[config.mk]
export PLATFORM = sky130hd
export DESIGN_NAME = turbine_rpm_spike_filter_top
export DESIGN_NICKNAME = d
export VERILOG_FILES = /design/src/design/trsf_pkg.sv /design/src/design/turbine_rpm_spike_filter_top.sv
export SDC_FILE = /design/constraint.sdc
export NUM_CORES = 1
export LEC_CHECK = 0
export ABC_AREA = 1
export BUFFER_PORTS_ARGS = -buffer_cell sky130_fd_sc_hd__buf_2
export CORE_ASPECT_RATIO = 0.6
export CORE_MARGIN = 4
export CORE_UTILIZATION = 45
export CTS_CLUSTER_DIAMETER = 120
export CTS_CLUSTER_SIZE = 12
export DETAILED_ROUTE_END_ITERATION = 16
export SLEW_MARGIN = 0
export SYNTH_ARGS = -nofsm -noshare
export SYNTH_HDL_FRONTEND = slang
export SYNTH_SLANG_ARGS = --single-unit
[constraint.sdc]
create_clock -name clk -period 8.4 [get_ports clk]
set_input_delay 0.42 -clock clk [delete_from_list [all_inputs] [get_ports clk]]
set_output_delay 0.42 -clock clk [all_outputs]
set_load 0.01 [all_outputs]
[src/design/trsf_pkg.sv]
// trsf_pkg: shared types and constants for the turbine rpm spike filter
// no dependencies; imported by turbine_rpm_spike_filter_top

package trsf_pkg;

    // field widths
    localparam int CAP_W   = 16;
    localparam int OVF_W   = 8;
    localparam int MODE_W  = 3;
    localparam int RPM_W   = 16;
    localparam int LIM_W   = 8;
    localparam int SCALE_W = 24;
    localparam int WGT_W   = 17;

    // signed period width and unsigned divisor width
    localparam int PER_W = 27;
    localparam int DIV_W = PER_W - 1;

    // stream word widths
    localparam int IN_BITS  = 2 * CAP_W + 2 * OVF_W + MODE_W;
    localparam int IN_W     = ((IN_BITS + 7) / 8) * 8;
    localparam int OUT_BITS = 2 * RPM_W + 3;
    localparam int OUT_W    = ((OUT_BITS + 7) / 8) * 8;

    // configuration port
    localparam int CFG_AW = 2;
    localparam int CFG_DW = SCALE_W;

    typedef enum logic [CFG_AW-1:0] {
        CFG_SPIKE_LIMIT     = 2'd0,
        CFG_RPM_SCALE       = 2'd1,
        CFG_OVERFLOW_WEIGHT = 2'd2
    } cfg_idx_t;

    localparam logic [LIM_W-1:0]   SPIKE_LIMIT_RST     = 8'd10;
    localparam logic [SCALE_W-1:0] RPM_SCALE_RST       = 24'd15000000;
    localparam logic [WGT_W-1:0]   OVERFLOW_WEIGHT_RST = 17'd65500;

    // turbine modes
    localparam logic [MODE_W-1:0] MODE_STARTUP  = 3'd0;
    localparam logic [MODE_W-1:0] MODE_RAMPUP   = 3'd1;
    localparam logic [MODE_W-1:0] MODE_RUNNING  = 3'd2;
    localparam logic [MODE_W-1:0] MODE_STOPPING = 3'd3;

    // consecutive ramp-up events that set the pitch flag
    localparam logic [1:0] PITCH_EVENTS = 2'd2;

    // event count, the current event included, at which filtering starts
    localparam int WARMUP_EVENTS_DEF = 2;

    // one quotient bit per divider step
    localparam int DIV_STEPS = SCALE_W;
    localparam int STEP_W    = $clog2(DIV_STEPS);

    typedef enum logic [1:0] {
        ST_IDLE,
        ST_CALC,
        ST_DIV,
        ST_DONE
    } state_t;

endpackage

[src/design/turbine_rpm_spike_filter_top.sv]
// turbine_rpm_spike_filter_top: capture events to filtered turbine rpm
// depends on trsf_pkg

// One capture event goes from acceptance to its loaded result word through
// ST_CALC, which forms the period (one 18x9 multiply), ST_DIV, the shared
// restoring divider that produces one quotient bit of rpm_scale / period per
// cycle, and ST_DONE for saturation, spike filtering and the pitch flag.
// s_tready is high only while the block is idle, so an event is taken only
// once the last one is done. The result sits in an output register, so the next
// event is taken while that word still waits on m_tready; a finished event
// waits in its last cycle until that register is free.
// A zero or negative period reports raw rpm 0 with bad_period set. Filtering
// starts once WARMUP_EVENTS events have been seen. Configuration writes on
// cfg_we are taken at once and should be made only while no event is in work.

module turbine_rpm_spike_filter_top
    import trsf_pkg::*;
#(
    parameter int WARMUP_EVENTS = WARMUP_EVENTS_DEF
) (
    input  logic              clk,
    input  logic              rst_n,
    // input stream
    input  logic              s_tvalid,
    output logic              s_tready,
    // capture_now, capture_prev, overflows_now, overflows_prev, turbine_mode
    input  logic [IN_W-1:0]   s_tdata,
    // output stream
    output logic              m_tvalid,
    input  logic              m_tready,
    // reported_rpm, raw_rpm, spike_rejected, pitch_ready, bad_period
    output logic [OUT_W-1:0]  m_tdata,
    // configuration writes
    input  logic              cfg_we,
    input  logic [CFG_AW-1:0] cfg_addr,
    input  logic [CFG_DW-1:0] cfg_wdata
);

    localparam int WU_W = (WARMUP_EVENTS < 2) ? 1 : $clog2(WARMUP_EVENTS + 1);
    localparam logic [WU_W-1:0] WU_END  = WU_W'(WARMUP_EVENTS);
    localparam logic [WU_W-1:0] WU_ONE  = WU_W'(1);
    localparam logic [STEP_W-1:0] STEP_LAST = STEP_W'(DIV_STEPS - 1);

    // configuration registers
    logic [LIM_W-1:0]   spike_limit_reg;
    logic [SCALE_W-1:0] rpm_scale_reg;
    logic [WGT_W-1:0]   overflow_weight_reg;

    // latched event
    logic [CAP_W-1:0]  cap_now_reg;
    logic [CAP_W-1:0]  cap_prev_reg;
    logic [OVF_W-1:0]  ovf_now_reg;
    logic [OVF_W-1:0]  ovf_prev_reg;
    logic [MODE_W-1:0] mode_reg;

    // divider
    logic [DIV_W-1:0]   divisor_reg;
    logic [DIV_W-1:0]   rem_reg;
    logic [SCALE_W-1:0] quo_reg;
    logic [STEP_W-1:0]  step_reg;
    logic               bad_reg;

    // filter state
    logic [WU_W-1:0]  warmup_reg;
    logic [RPM_W-1:0] last_rpm_reg;
    logic [RPM_W-1:0] held_rpm_reg;
    logic [1:0]       rampup_reg;
    logic             pitch_reg;

    // output register
    logic             m_tvalid_reg;
    logic [OUT_W-1:0] m_tdata_reg;

    state_t state_reg, state_next;

    logic in_fire;
    logic out_free;

    assign in_fire  = s_tvalid & s_tready;
    assign out_free = ~m_tvalid_reg | m_tready;
    assign s_tready = (state_reg == ST_IDLE);
    assign m_tvalid = m_tvalid_reg;
    assign m_tdata  = m_tdata_reg;

    // configuration writes
    always_ff @(posedge clk or negedge rst_n)
    begin
        if (!rst_n)
        begin
            spike_limit_reg     <= SPIKE_LIMIT_RST;
            rpm_scale_reg       <= RPM_SCALE_RST;
            overflow_weight_reg <= OVERFLOW_WEIGHT_RST;
        end
        else if (cfg_we)
        begin
            unique case (cfg_addr)
                CFG_SPIKE_LIMIT:     spike_limit_reg     <= cfg_wdata[LIM_W-1:0];
                CFG_RPM_SCALE:       rpm_scale_reg       <= cfg_wdata[SCALE_W-1:0];
                CFG_OVERFLOW_WEIGHT: overflow_weight_reg <= cfg_wdata[WGT_W-1:0];
                default:             ;
            endcase
        end
    end

    // period in ticks
    logic                    cap_gt;
    logic [OVF_W-1:0]        ovf_diff;
    logic signed [OVF_W:0]   ovf_mul;
    logic signed [CAP_W+1:0] base;
    logic signed [WGT_W:0]   weight_s;
    logic signed [PER_W-1:0] prod;
    logic signed [PER_W-1:0] period;

    always_comb
    begin
        cap_gt   = (cap_now_reg > cap_prev_reg);
        ovf_diff = ovf_now_reg - ovf_prev_reg;
        ovf_mul  = cap_gt ? $signed({1'b0, ovf_diff})
                          : $signed({1'b0, ovf_diff}) - 9'sd1;
        base     = $signed({2'b00, cap_now_reg}) - $signed({2'b00, cap_prev_reg})
                 + (cap_gt ? 18'sd1 : 18'sd65537);
        weight_s = $signed({1'b0, overflow_weight_reg});
        prod     = weight_s * ovf_mul;
        period   = {{(PER_W-CAP_W-2){base[CAP_W+1]}}, base} + prod;
    end

    // shared divider step: shift in one dividend bit, trial subtract
    logic [DIV_W:0]   rem_shift;
    logic [DIV_W+1:0] trial;
    logic             trial_ge;

    always_comb
    begin
        rem_shift = {rem_reg, quo_reg[SCALE_W-1]};
        trial     = {1'b0, rem_shift} - {2'b00, divisor_reg};
        trial_ge  = ~trial[DIV_W+1];
    end

    // saturation and filtering for the finishing cycle
    logic [RPM_W-1:0] raw_rpm;
    logic [WU_W-1:0]  warmup_new;
    logic             filt_on;
    logic [RPM_W:0]   hi_bound;
    logic [RPM_W:0]   raw_plus;
    logic             is_spike;
    logic [RPM_W-1:0] last_new;
    logic [RPM_W-1:0] held_new;
    logic             rejected;
    logic [1:0]       rampup_new;
    logic             pitch_new;

    always_comb
    begin
        if (bad_reg)
            raw_rpm = '0;
        else if (|quo_reg[SCALE_W-1:RPM_W])
            raw_rpm = '1;
        else
            raw_rpm = quo_reg[RPM_W-1:0];

        warmup_new = (warmup_reg < WU_END) ? warmup_reg + WU_ONE : warmup_reg;
        filt_on    = (warmup_new == WU_END);

        hi_bound = {1'b0, last_rpm_reg} + {{(RPM_W-LIM_W+1){1'b0}}, spike_limit_reg};
        raw_plus = {1'b0, raw_rpm} + {{(RPM_W-LIM_W+1){1'b0}}, spike_limit_reg};
        is_spike = ({1'b0, raw_rpm} > hi_bound) || (raw_plus < {1'b0, last_rpm_reg});

        last_new = last_rpm_reg;
        held_new = held_rpm_reg;
        rejected = 1'b0;
        if (filt_on)
        begin
            case (mode_reg)
                MODE_RAMPUP, MODE_RUNNING:
                begin
                    // a spike reports the last accepted measurement
                    if (is_spike)
                    begin
                        rejected = 1'b1;
                        held_new = last_rpm_reg;
                    end
                    else
                    begin
                        last_new = raw_rpm;
                        held_new = raw_rpm;
                    end
                end
                MODE_STARTUP, MODE_STOPPING:
                begin
                    last_new = raw_rpm;
                    held_new = raw_rpm;
                end
                default:
                    last_new = raw_rpm;
            endcase
        end

        if (mode_reg == MODE_RAMPUP)
            rampup_new = (rampup_reg < PITCH_EVENTS) ? rampup_reg + 2'd1 : rampup_reg;
        else
            rampup_new = 2'd0;
        pitch_new = pitch_reg | (rampup_new == PITCH_EVENTS);
    end

    // sequencer
    always_comb
    begin
        state_next = state_reg;
        unique case (state_reg)
            ST_IDLE: if (in_fire) state_next = ST_CALC;
            ST_CALC: state_next = ST_DIV;
            ST_DIV:  if (step_reg == '0) state_next = ST_DONE;
            ST_DONE: if (out_free) state_next = ST_IDLE;
            default: state_next = ST_IDLE;
        endcase
    end

    always_ff @(posedge clk or negedge rst_n)
    begin
        if (!rst_n)
            state_reg <= ST_IDLE;
        else
            state_reg <= state_next;
    end

    // event latch and divider datapath
    always_ff @(posedge clk)
    begin
        if (in_fire)
        begin
            cap_now_reg  <= s_tdata[CAP_W-1:0];
            cap_prev_reg <= s_tdata[2*CAP_W-1:CAP_W];
            ovf_now_reg  <= s_tdata[2*CAP_W+OVF_W-1:2*CAP_W];
            ovf_prev_reg <= s_tdata[2*CAP_W+2*OVF_W-1:2*CAP_W+OVF_W];
            mode_reg     <= s_tdata[IN_BITS-1:2*CAP_W+2*OVF_W];
        end

        if (state_reg == ST_CALC)
        begin
            divisor_reg <= period[DIV_W-1:0];
            bad_reg     <= (period <= 0);
            rem_reg     <= '0;
            quo_reg     <= rpm_scale_reg;
            step_reg    <= STEP_LAST;
        end
        else if (state_reg == ST_DIV)
        begin
            rem_reg  <= trial_ge ? trial[DIV_W-1:0] : rem_shift[DIV_W-1:0];
            quo_reg  <= {quo_reg[SCALE_W-2:0], trial_ge};
            step_reg <= step_reg - STEP_W'(1);
        end
    end

    // filter state
    always_ff @(posedge clk or negedge rst_n)
    begin
        if (!rst_n)
        begin
            warmup_reg   <= '0;
            last_rpm_reg <= '0;
            held_rpm_reg <= '0;
            rampup_reg   <= '0;
            pitch_reg    <= 1'b0;
        end
        else if (state_reg == ST_DONE && out_free)
        begin
            warmup_reg   <= warmup_new;
            last_rpm_reg <= last_new;
            held_rpm_reg <= held_new;
            rampup_reg   <= rampup_new;
            pitch_reg    <= pitch_new;
        end
    end

    // output word register
    always_ff @(posedge clk or negedge rst_n)
    begin
        if (!rst_n)
            m_tvalid_reg <= 1'b0;
        else if (state_reg == ST_DONE && out_free)
            m_tvalid_reg <= 1'b1;
        else if (m_tready)
            m_tvalid_reg <= 1'b0;
    end

    always_ff @(posedge clk)
    begin
        if (state_reg == ST_DONE && out_free)
            m_tdata_reg <= {{(OUT_W-OUT_BITS){1'b0}}, bad_reg, pitch_new, rejected,
                            raw_rpm, held_new};
    end

endmodule

==> impl_metrics.toml, run 1 <==
[route]
ant_nets = 0
vias = 17980
remaining_drc_errors = 0
avgRoutedWirePerCell_um = 16.68
drtIter0Drc = 1542
routed_via_density = 5.174
routed_wl_um = 57970
first_pass_iters = 6

[synthesis]
synth.top_cell.area_share = 0.1891
yosysSeqAreaShare = 0.3214
ys_types = 58
synth_area_sq_um = 21760
synth_edf_count = 137
syn_inst = 2714
synth_area_leaders = "edfxtp_1 (19%), fa_1 (12%), nand2_1 (11%)"
async_flop_share = 0.3463
yosysTopAreaCell = "edfxtp_1"
synth-seq-cells = 257
avgSynthCellArea_sq_um = 8.018
ys.flop_type = "edfxtp_1"
yosysWarnings = 0

[grt]
busiest_layer = "met1"
grt.met3_usage = 0.05923
grt_usage = 0.2236
grt_pass1_vias = 17380
grt_pass1_wl_um = 93540
met2_usage = 0.2975
grt_max_degree = 105
gr-usage-met1 = 0.3635
grt-ovfl-total = 0
antenna_found_initial = 0

[place]
io_buffers = 118
place_hpwl_um = 46930
globalplace.congestion = 0.9391

[clock_tree]
htree_levels = 1
worstSkewPairLatency_ps = 560
clock_sinks = 257
cts_inserted_buffers = 25
cts_tree = "built"
root_buffer = "clkbuf_16"
clkTransAtPathRegs_ps = 80
clockBufferDepth = 3

[cells_and_area]
n_antenna_cell = 0
nFillCells = 4674
areaGrowthSynthToFinish_pct = 9.556
largest_reg_flops = 35
drive_above_1_share = 0.09732
multi_input_area_sq_um = 12490
regArea_sq_um = 6993
fin_nets = 3219

[floorplan]
die_w_um = 291.9
initial_core_util = 0.4554
ios = 129
die-area_sq_um = 52060
die_y_um = 178.3
core.rowCount = 62
core_area_sq_um = 47790

[critical_path]
slowest_delay_ps = 550
required_ps = 8720
crit_type = "flip-flop to flip-flop"
cp.arrival_ps = 8160
reg2reg_from = "cap_now_reg[4]$_DFFE_PP_"
crit_path_end_kind = "flip-flop"
cp-startpoint = "cap_now_reg[4]$_DFFE_PP_"
start_kind = "flip-flop"
slowest_stage = "fa_1"
reg2reg_slack_ps = 560
worst-path-max-fanout = 9
crit_path_frequent_cell = "nand2_1"

[timing]
period_minus_slack_ps = 7845
maxSlewHeadroom = 0.2484
finalSetupTns_ps = 0
hold_violations = 0
worst_pin_slew_ps = 1127
grt_setup_unrepaired = "no"
setup_viol = 0
period_share = 0.9339
fmax_mhz = 127.5
slew_violations = 0
finalClockSkew_ps = 27.08

[job]
max_cap_violations = 0

[min_path]
min_from = "s_tdata[14]"
hold_path_class = "primary input to flip-flop"

[status]
status = "finished, final reports clean"
## repair_timing
action,in CTS,in global routing
hold endpoints to repair,31,0
hold buffers,6,0
setup endpoints to repair,0,1
gates resized for setup,0,11
setup buffers,0,5
## final timing paths
| kind | end | cells after the start |
|---|---|---|
| min reg2reg | pitch_reg$_DFFE_PN0P_ | 2 |
| min | cap_now_reg[14]$_DFFE_PP_ | 1 |
| max | bad_reg$_DFFE_PP_ | 37 |
| max in group asynchronous | overflow_weight_reg[1]$_DFFE_PN0P_ | 3 |
| max reg2reg | bad_reg$_DFFE_PP_ | 37 |
| min in group asynchronous | warmup_reg[1]$_DFFE_PN0P_ | 2 |
## kinds of logic (layout without fill, tap and decap cells)
group                      after synthesis  count (layout)  share of synthesized area
AOI/OAI and AO/OA                      390             390                    0.09947
xor gates and xnor gates                81              81                    0.03358
adders and majority gates              314             314                     0.2268
DFF                                    257             257                     0.3214
buffers and inverters                  600             718                     0.1065
and+or+nand+nor                       1064            1064                     0.2085
muxes                                    7               7                   0.003623
other                                    1               5                  0.0001723
## cell usage in the layout (no fill, tap or decap), types with 5 or more instances in the layout
| cell | n |
|---|---|
| o211ai_1 | 16 |
| xnor2_1 | 24 |
| clkinvlp_4 | 5 |
| nand4_1 | 23 |
| clkbuf_16 | 25 |
| o21ai_1 | 12 |
| mux2_2 | 7 |
| conb_1 | 5 |
| dfstp_2 | 25 |
| a21o_1 | 11 |
| buf_2 | 117 |
| nand2_2 | 14 |
| clkbuf_1 | 18 |
| o21bai_1 | 10 |
| nor4_1 | 7 |
| a31oi_1 | 5 |
| dfxtp_1 | 31 |
| edfxtp_1 | 137 |
| inv_2 | 6 |
| a21oi_1 | 148 |
| fa_1 | 134 |
| o21ai_0 | 152 |
| or2_2 | 24 |
| nand3_2 | 11 |
| ha_1 | 179 |
| nor3_1 | 24 |
| a21boi_0 | 7 |
| dfrtp_1 | 64 |
| buf_4 | 21 |
| xor2_1 | 55 |
| nor2_1 | 184 |
| nand3b_1 | 10 |
| a21boi_1 | 12 |
| nand3_1 | 144 |
| nand2_1 | 612 |
| inv_1 | 514 |
| dlygate4sd3_1 | 6 |
## critical path, delay by kind of cell (launching register included)
| kind | cells | cell delay (ps) |
|---|---|---|
| adders and majority gates | 7 | 3300 |
| DFF | 1 | 360 |
| buffers and inverters | 9 | 950 |
| and+or+nand+nor | 18 | 2370 |
| AOI/OAI and AO/OA | 2 | 380 |
| xor gates and xnor gates | 1 | 270 |
## area by class of cell
cell class / instances / share of cell area
clock buffers: 43 / 0.02908
clock inverters: 2 / 0.0007348
inverters: 527 / 0.08387
multi-input cells: 1861 / 0.5240
flip-flops and latches: 257 / 0.2933
well taps: 640 / 0.03359
repair buffers: 146 / 0.03537
## layer usage
layer,share of wire,wire length [um]
met4,0.013,748
met3,0.091,5295
met1,0.52,30110
met2,0.38,21820
met5,0,0
## per-stage QoR
step	hold WS, ps	worst slack (ps)	util	area (sq um)	cells
after global placement	388.0	552.5	0.4808	22980	3420
after floorplan	124.4	1669	-	21780	2718
after detailed placement	396.1	391.4	0.4808	22980	3420
final	32.00	555.2	0.4989	23840	3476
after CTS	0.02920	385.1	0.4969	23750	3471
after global routing	5.031	16.15	0.4989	23840	3476
## synth_stat cells, drive strengths merged (25+ instances only)
library cell,number
ha,180
dfxtp,31
dfrtp,64
o21ai,165
inv,526
dfstp,25
or2,25
buf,43
nor3,27
nand2,627
edfxtp,137
a21oi,151
nand3,156
fa,134
nor2,186
xor2,56
clkbuf,30
Power of run 1 is not shown: default switching activity piles up to over one toggle a cycle in this logic, so the estimate is an artifact.
==> inputs of run 2 (changes only) <==
- CELL_PAD_IN_SITES_DETAIL_PLACEMENT: not set -> 1
- CELL_PAD_IN_SITES_GLOBAL_PLACEMENT: not set -> 1
- CTS_CLUSTER_SIZE: 12 -> 20
- PLACE_DENSITY_LB_ADDON: not set -> 0.1
==> impl_metrics.toml, run 2 (synthesis results as in run 1) <==
[route]
avgRoutedWirePerCell_um = 18.41
first_pass_iters = 5
ant_nets = 0
vias = 18170
routed_wl_um = 63660
drtIter0Drc = 1041
routed_via_density = 5.255
remaining_drc_errors = 0

[min_path]
hold_path_class = "primary input to flip-flop"
hold_path_depth = 1

[job]
max_cap_violations = 0

[clock_tree]
cts_tree = "built"
worstSkewPairLatency_ps = 530
htree_levels = 1
clkTransAtPathRegs_ps = 90
cts_inserted_buffers = 16
clockBufferDepth = 3
root_buffer = "clkbuf_16"
clock_sinks = 257

[grt]
grt_pass1_wl_um = 103100
grt_usage = 0.2464
grt-ovfl-total = 0
antenna_found_initial = 1
grt_pass1_vias = 19110
grt_max_degree = 87

[timing]
fmax_mhz = 128.4
period_minus_slack_ps = 7789
setup_viol = 0
finalSetupTns_ps = 0
finalClockSkew_ps = 28.11
period_share = 0.9273
hold_violations = 0
maxSlewHeadroom = 0.2461
grt_setup_unrepaired = "no"
slew_violations = 0
worst_pin_slew_ps = 1131

[critical_path]
cp.arrival_ps = 8060
worst-path-max-fanout = 12
slowest_stage = "fa_1"
reg2regPathDepth = 31
crit_type = "flip-flop to flip-flop"
required_ps = 8670
start_kind = "flip-flop"
crit_path_end_kind = "flip-flop"
slowest_delay_ps = 580

[cells_and_area]
nFillCells = 5965
largest_reg_flops = 35
multi_input_area_sq_um = 12490
areaGrowthSynthToFinish_pct = 8.280
regArea_sq_um = 6993
final_cell_mix = "nand2_1 (612), inv_1 (517), nor2_1 (184)"
final_common_cell = "nand2_1"
fin_nets = 3209
n_antenna_cell = 0
drive_above_1_share = 0.09510

[floorplan]
core_area_sq_um = 47790
die_y_um = 178.3
core.rowCount = 62
initial_core_util = 0.4554
die_w_um = 291.9
die-area_sq_um = 52060
ios = 129

[place]
io_buffers = 118
globalplace.congestion = 0.8850
place_hpwl_um = 51810

[status]
status = "finished, final reports clean"
[run 2: per-layer routing]
layer / up-vias / share of wire / GRT usage
met5: - / 0 / 0
met3: 44 / 0.057 / 0.04729
met4: 0 / 0.011 / 0.02655
met1: 9029 / 0.51 / 0.3706
met2: 306 / 0.42 / 0.3823
li1: 8794 / - / -
[run 2: through the flow]
step | setup WS, ps | hold slack, ps | area, sq um | utilization | cells
global route | 48.38 | 28.95 | 23560 | 0.4931 | 3458
CTS | 458.3 | 37.63 | 23520 | 0.4921 | 3456
global placement | 710.7 | 284.9 | 23030 | 0.4819 | 3427
finish | 610.9 | 65.30 | 23560 | 0.4931 | 3458
floorplan | 1669 | 124.4 | 21780 | - | 2718
detailed placement | 460.6 | 285.8 | 23030 | 0.4819 | 3427
[run 2: path summary, 6_finish.rpt]
check,end,slack [ps],from
setup / recovery,bad_reg$_DFFE_PP_,610,ovf_prev_reg[0]$_DFFE_PP_
hold / removal,ovf_now_reg[4]$_DFFE_PP_,70,s_tdata[36]
setup reg to reg,bad_reg$_DFFE_PP_,610,ovf_prev_reg[0]$_DFFE_PP_
hold reg to reg,pitch_reg$_DFFE_PN0P_,460,pitch_reg$_DFFE_PN0P_
max in group asynchronous,rpm_scale_reg[11]$_DFFE_PN0P_,6800,rst_n
min in group asynchronous,pitch_reg$_DFFE_PN0P_,300,rst_n
[run 2: layout make-up]
class	instances	share of cell area
multi-input combinational	1861	0.5300
sequential	257	0.2968
inverter	527	0.08438
timing repair buffer	145	0.03441
tap	640	0.03398
clock buffer	26	0.01901
clock inverter	2	0.001434
[run 2: what timing repair did]
item	4_1_cts	5_1_grt
setup endpoints to repair	0	1
hold buffers	1	0
gates resized for setup	0	8
setup buffers	0	2
endpoints found under the hold margin	12	0
[run 2: critical path: cells and delay by family, from the launching register on]
family | cells | cell delay, ps
buffers and inverters | 5 | 390
AO/OA/AOI/OAI | 3 | 610
XOR/XNOR | 3 | 830
AND/OR/NAND/NOR | 12 | 1660
adder cells (fa/ha/maj) | 8 | 3670
flip-flops | 1 | 380
Power of run 2 is left out for the same reason.
==> inputs of run 3 (changes only) <==
- RECOVER_POWER: not set -> 25
==> impl_metrics.toml, run 3 (synthesis results as in run 1) <==
[timing]
period_minus_slack_ps = 7778
setup_viol = 0
period_share = 0.9259
finalClockSkew_ps = 28.06
hold_violations = 0
maxSlewHeadroom = -0.1745
slew_violations = 42
fmax_mhz = 128.6
hold-worst-slack_ps = 64.74
finalSetupTns_ps = 0
worst_slack_ps = 622.5
grt_setup_unrepaired = "no"
worst_pin_slew_ps = 1762

[clock_tree]
root_buffer = "clkbuf_16"
clkTransAtPathRegs_ps = 90
worstSkewPairLatency_ps = 530
clock_sinks = 257
cts_inserted_buffers = 16
clockBufferDepth = 3
cts_tree = "built"
htree_levels = 1

[floorplan]
die-area_sq_um = 52060
ios = 129
core_area_sq_um = 47790
die_w_um = 291.9
core.rowCount = 62
die_y_um = 178.3
initial_core_util = 0.4554

[route]
vias = 18170
routed_wl_um = 63560
remaining_drc_errors = 0
ant_nets = 0
routed_via_density = 5.254
first_pass_iters = 5
drtIter0Drc = 1020
avgRoutedWirePerCell_um = 18.38

[place]
globalplace.congestion = 0.8850
io_buffers = 118
pre_cts_ws_ps = 460.6
placed_area_sq_um = 23030
place_hpwl_um = 51810

[status]
violations = "capacitance limit, slew limit"
status = "complete, but fails checks"

[critical_path]
reg2reg_from = "ovf_prev_reg[0]$_DFFE_PP_"
cp.arrival_ps = 8050
reg2reg_slack_ps = 620
slowest_delay_ps = 580
start_kind = "flip-flop"
timing.rr.end = "bad_reg$_DFFE_PP_"
slowest_stage = "fa_1"
crit_path_end_kind = "flip-flop"
reg2regPathDepth = 31
crit_type = "flip-flop to flip-flop"
worst-path-max-fanout = 12
required_ps = 8680

[grt]
grt-ovfl-total = 0
grt_pass1_vias = 19110
grt_pass1_wl_um = 103100
grt_max_degree = 87
antenna_found_initial = 1
grt_usage = 0.2464

[cells_and_area]
largest_reg_flops = 35
fin_nets = 3209
areaGrowthSynthToFinish_pct = 8.130
final_area_sq_um = 23530
drive_above_1_share = 0.08765
final_common_cell = "nand2_1"
n_antenna_cell = 0
final_cell_mix = "nand2_1 (612), inv_1 (517), nor2_1 (185)"
nFillCells = 5974

[min_path]
min_from = "s_tdata[36]"
hold_path_depth = 1
min_to = "ovf_now_reg[4]$_DFFE_PP_"
hold_path_class = "primary input to flip-flop"

[job]
max_cap_violations = 1
==> run 3: cell types whose count changed in the layout (fill, tap and decap cells not counted), sizes merged <==
cell,change
buf,-18
clkbuf,+18
==> run 3: worst max path at each step <==
stage,startpoint,end,cells past startpoint
after floorplan,ovf_prev_reg[0]$_DFFE_PP_,bad_reg$_DFFE_PP_,37
after global placement,cap_now_reg[4]$_DFFE_PP_,bad_reg$_DFFE_PP_,36
after detailed placement,cap_now_reg[4]$_DFFE_PP_,bad_reg$_DFFE_PP_,37
after CTS,cap_now_reg[4]$_DFFE_PP_,bad_reg$_DFFE_PP_,37
after global routing,cap_now_reg[4]$_DFFE_PP_,bad_reg$_DFFE_PP_,37
final,ovf_prev_reg[0]$_DFFE_PP_,bad_reg$_DFFE_PP_,31
==> run 3: cell type report <==
| cell class | instances | area (sq um) | area share |
|---|---|---|---|
| inverters | 527 | 1988 | 0.08449 |
| well taps | 640 | 800.8 | 0.03403 |
| flip-flops and latches | 257 | 6993 | 0.2972 |
| clock buffers | 26 | 447.9 | 0.01904 |
| multi-input cells | 1861 | 12490 | 0.5306 |
| repair buffers | 145 | 780.7 | 0.03318 |
| clock inverters | 2 | 33.78 | 0.001436 |
==> run 3: timing repair <==
item | in CTS | in global routing
setup endpoints to repair | 0 | 1
hold endpoints to repair | 12 | 0
hold buffers | 1 | 0
resized for setup | 0 | 8
buffers inserted | 0 | 2
==> run 3: critical path: cells and delay by family (launching register included) <==
kind / cells / cell delay (ps)
flip-flops: 1 / 380
AND/OR/NAND/NOR: 12 / 1650
buffers and inverters: 5 / 390
adder cells (fa/ha/maj): 8 / 3680
XOR/XNOR: 3 / 830
AO/OA/AOI/OAI: 3 / 610
==> run 3: per-stage QoR <==
stage          utilization  instances
6_report            0.4924       3458
5_1_grt             0.4924       3458
4_1_cts             0.4921       3456
3_5_place_dp        0.4819       3427
3_3_place_gp        0.4819       3427
2_1_floorplan            -       2718
==> run 3: routing by layer <==
metal	global-route usage	vias to the layer above	wire (um)
li1	-	8793	-
met3	0.04729	44	4075
met5	0	-	0
met2	0.3823	317	26910
met1	0.3706	9014	31910
met4	0.02655	0	660
Power of run 3 is left out for the same reason.
